<file path="src/tspa_ram.sv">
// Simple dual-port synchronous RAM: one write port, one read port, registered read data.
// No dependencies.
`default_nettype none

module tspa_ram #(
   parameter int WIDTH = 8,
   parameter int DEPTH = 16
) (
   input  wire logic                     clock,
   input  wire logic                     wr_en,
   input  wire logic [$clog2(DEPTH)-1:0] wr_addr,
   input  wire logic [WIDTH-1:0]         wr_data,
   input  wire logic [$clog2(DEPTH)-1:0] rd_addr,
   output logic      [WIDTH-1:0]         rd_data
);

   logic [WIDTH-1:0] mem_ff [DEPTH];
   logic [WIDTH-1:0] rd_data_ff;

   always_ff @(posedge clock) begin
      if (wr_en) begin
         mem_ff[wr_addr] <= wr_data;
      end
      rd_data_ff <= mem_ff[rd_addr];
   end

   assign rd_data = rd_data_ff;

endmodule

`default_nettype wire
</file>
<file path="config.mk">
export PLATFORM = sky130hd
export DESIGN_NAME = tspa_ram
export DESIGN_NICKNAME = d
export VERILOG_FILES = /design/src/tspa_ram.sv
export SDC_FILE = /design/constraint.sdc
export NUM_CORES = 1
export LEC_CHECK = 0
export BUFFER_PORTS_ARGS = -buffer_cell sky130_fd_sc_hd__buf_2
export CORE_MARGIN = 1.5
export CORE_UTILIZATION = 60
export CTS_CLUSTER_DIAMETER = 120
export DETAILED_ROUTE_END_ITERATION = 10
export PLACE_DENSITY = 0.84
export SETUP_SLACK_MARGIN = 0.05
export SYNTH_ARGS = -nofsm -noshare
export SYNTH_HDL_FRONTEND = slang
export SYNTH_SLANG_ARGS = --single-unit
</file>
<file path="constraint.sdc">
create_clock -name clock -period 4.95 [get_ports clock]
set_clock_uncertainty 0.2 [all_clocks]
set_input_delay 0.495 -clock clock [delete_from_list [all_inputs] [get_ports clock]]
set_output_delay 0.495 -clock clock [all_outputs]
set_load 0.1 [all_outputs]
</file>
==> impl_metrics.json <==
{
  "status": "finished clean",
  "yosys_warnings": 0,
  "cts.reportedPaths.clkPinSlew_ns": 0.06,
  "hp-class": "primary input to flip-flop",
  "tightestPinTransition_ns": 1.393,
  "synth_seq_cells": 136,
  "globalplace.congestion": 0.7406,
  "rsz0062_at_grt": "false",
  "io_buffers": 25,
  "yosysTopAreaCell": "edfxtp_1",
  "grt.overflow.total": 0,
  "period_share_pct": 46.25,
  "grt_pass1_wl_mm": 13.86,
  "p_leak_nw": 1.935,
  "r2r-end": "rd_data[3]$_DFF_P_",
  "syn_avg_cell_area_um2": 22.48,
  "cts_tree": "built",
  "htree_levels": 4,
  "period_needed_ns": 2.289,
  "grt_max_degree": 33,
  "peakVddDrop_uv": 301.6,
  "hold_ws_ns": 0.1776,
  "arrival_ns": 2.20,
  "cp-end-kind": "flip-flop",
  "drc_errors": 0,
  "worstSetupPathType": "primary input to flip-flop",
  "yosys_most_used_dff": "edfxtp_1",
  "cap_violations": 0,
  "critPathSlowestCell": "nor3_1",
  "ant_nets": 0,
  "grt_usage_pct": 22.79,
  "dp_hpwl_mm": 5.438,
  "syn2layout_area_growth_pct": 13.44,
  "synthCells": 229,
  "setup_viol": 0,
  "drt-vias-per-instance": 6.319,
  "grt_pass1_vias": 2343,
  "hold_end": "mem_ff[4][5]$_DFFE_PP_",
  "antenna_found_initial": 0,
  "netlist_area_mm2": 0.005147,
  "antenna_cells": 0,
  "synth_common_cells": "edfxtp_1, mux4_2, a22oi_1",
  "final_cells": 382,
  "placedCellCount": 350,
  "fp.dieW_um": 95.63,
  "synth_top_area_share_pct": 74.67,
  "hold_viol": 0,
  "relSlewSlack_pct": 6.386,
  "required_ns": 4.86,
  "layout.nets": 282,
  "synthDistinctLibCells": 19,
  "cts_resized": 0,
  "cts.sinks": 136,
  "clk_latency_ns": 0.51,
  "yosysMostFrequentCell": "edfxtp_1",
  "max_freq_mhz": 436.8,
  "hold_depth": 1,
  "clockBufferDepth": 2,
  "final.setup.worst_slack_ns": 2.661,
  "core_mm2": 0.008258,
  "cp_top_family": "simple AND/OR/NAND/NOR gates",
  "start_kind": "primary input",
  "die_area_mm2": 0.009144,
  "path_buf_inv": 1,
  "cp_cell_sequence": "buf_2 -> or3b_2 -> nor3_1",
  "regArea_mm2": 0.004004,
  "firstDrtPassIters": 5,
  "die_height_um": 95.63,
  "seq_area_frac_synth_pct": 77.78,
  "vias": 2414,
  "hold_buffers": 0,
  "drt_iter0_drc": 266,
  "post_cts_buffers": 0,
  "yosys-top-cells-area": "edfxtp_1, mux4_2, mux4_1",
  "dpl_worst_slack_ns": 2.181,
  "cts_inserted_buffers": 17,
  "clock-root-buffer": "clkbuf_8",
  "wire_per_inst_um": 24.91,
  "synth_edf_count": 128,
  "start_util_pct": 62.33,
  "power_density_mw_per_mm2": 430.2,
  "reg2reg_slack_ns": 3.35,
  "finalSetupTns_ns": 0,
  "drv_slew": 0,
  "slowest_delay_ns": 1.07,
  "fill_cells": 499,
  "routed_wl_mm": 9.517,
  "synth-async-reset-ratio_pct": 0,
  "drive_gt1_share_pct": 27.44,
  "io_pins": 26,
  "multi_input_area_mm2": 0.001067,
  "synth.net_count": 247,
  "path_max_fanout": 8,
  "row_count": 33,
  "reg2regPathDepth": 3,
  "min-delay-start": "wr_data[5]",
  "rr_startpoint": "mem_ff[1][3]$_DFFE_PP_"
}
worst reg2reg max path, stage by stage (launching register included):
cell and delay [ns]:
edfxtp_1 0.37, mux4_1 0.51, a22oi_1 0.29, nand2_1 0.10
cells by family (layout without fill, tap and decap cells):
group                  Yosys count  after routing  synth area share (%)
AOI/OAI and AO/OA               16             16                 2.334
buffers and inverters           10             58                 1.677
DFF                            136            136                 77.78
muxes                           32             32                 15.02
and+or+nand+nor                 35             35                 3.184
power breakdown:
group	internal, mW	total, mW	switching, mW
clock network	0.605	1.05	0.446
logic	0.0459	0.167	0.121
registers	1.29	1.30	0.00712
total	1.94	2.51	0.574
through the flow:
stage	power [mW]	util (%)	cell area [um2]
detailed placement	1.484	64.61	5335
finish	2.512	70.71	5839
global route	2.580	70.71	5839
CTS	2.524	70.71	5839
global placement	1.480	64.61	5335
floorplan	1.438	-	5147
layout make-up:
type	count	area share, %
flip-flops and latches	136	68.57
multi-input cells	83	18.28
clock buffers	18	7.157
repair buffers	26	2.271
well taps	105	2.250
clock inverters	14	1.478
metal layers:
metal  GRT usage (%)  routed length [um]
met5               0                   0
met4           7.843                  89
met3           5.582                 551
met2           34.57                4740
met1           32.95                4135
state kept, by name, summed over array words and instances (netlist names):
signal,count
mem_ff,128
rd_data,8
cell usage in the layout, fill, tap and decap left out:
cell type and instances:
a22oi_1 16, and2_1 1, and2b_1 1, buf_2 25, buf_4 1, clkbuf_1 1, clkbuf_16 16, clkbuf_8 1
clkinv_1 2, clkinv_2 5, clkinv_4 1, clkinvlp_4 6, dfxtp_1 8, edfxtp_1 128, mux4_1 14, mux4_2 18
nand2_1 9, nand2b_1 2, nand3_1 1, nand3b_1 2, nor2_1 13, nor2b_1 1, nor3_1 2, nor3_2 2
or3b_2 1
how the worst max path moves through the flow:
stage	start	endpoint	slack (ns)	cells past startpoint
after floorplan	wr_addr[2]	mem_ff[0][0]$_DFFE_PP_	2.76	2
after global placement	wr_addr[2]	mem_ff[0][5]$_DFFE_PP_	2.22	3
after detailed placement	wr_addr[2]	mem_ff[0][1]$_DFFE_PP_	2.18	3
after CTS	wr_addr[2]	mem_ff[0][0]$_DFFE_PP_	2.71	3
after global routing	wr_addr[2]	mem_ff[0][0]$_DFFE_PP_	2.63	3
final	wr_addr[2]	mem_ff[0][0]$_DFFE_PP_	2.66	3
(Power assumes the default switching activity.)
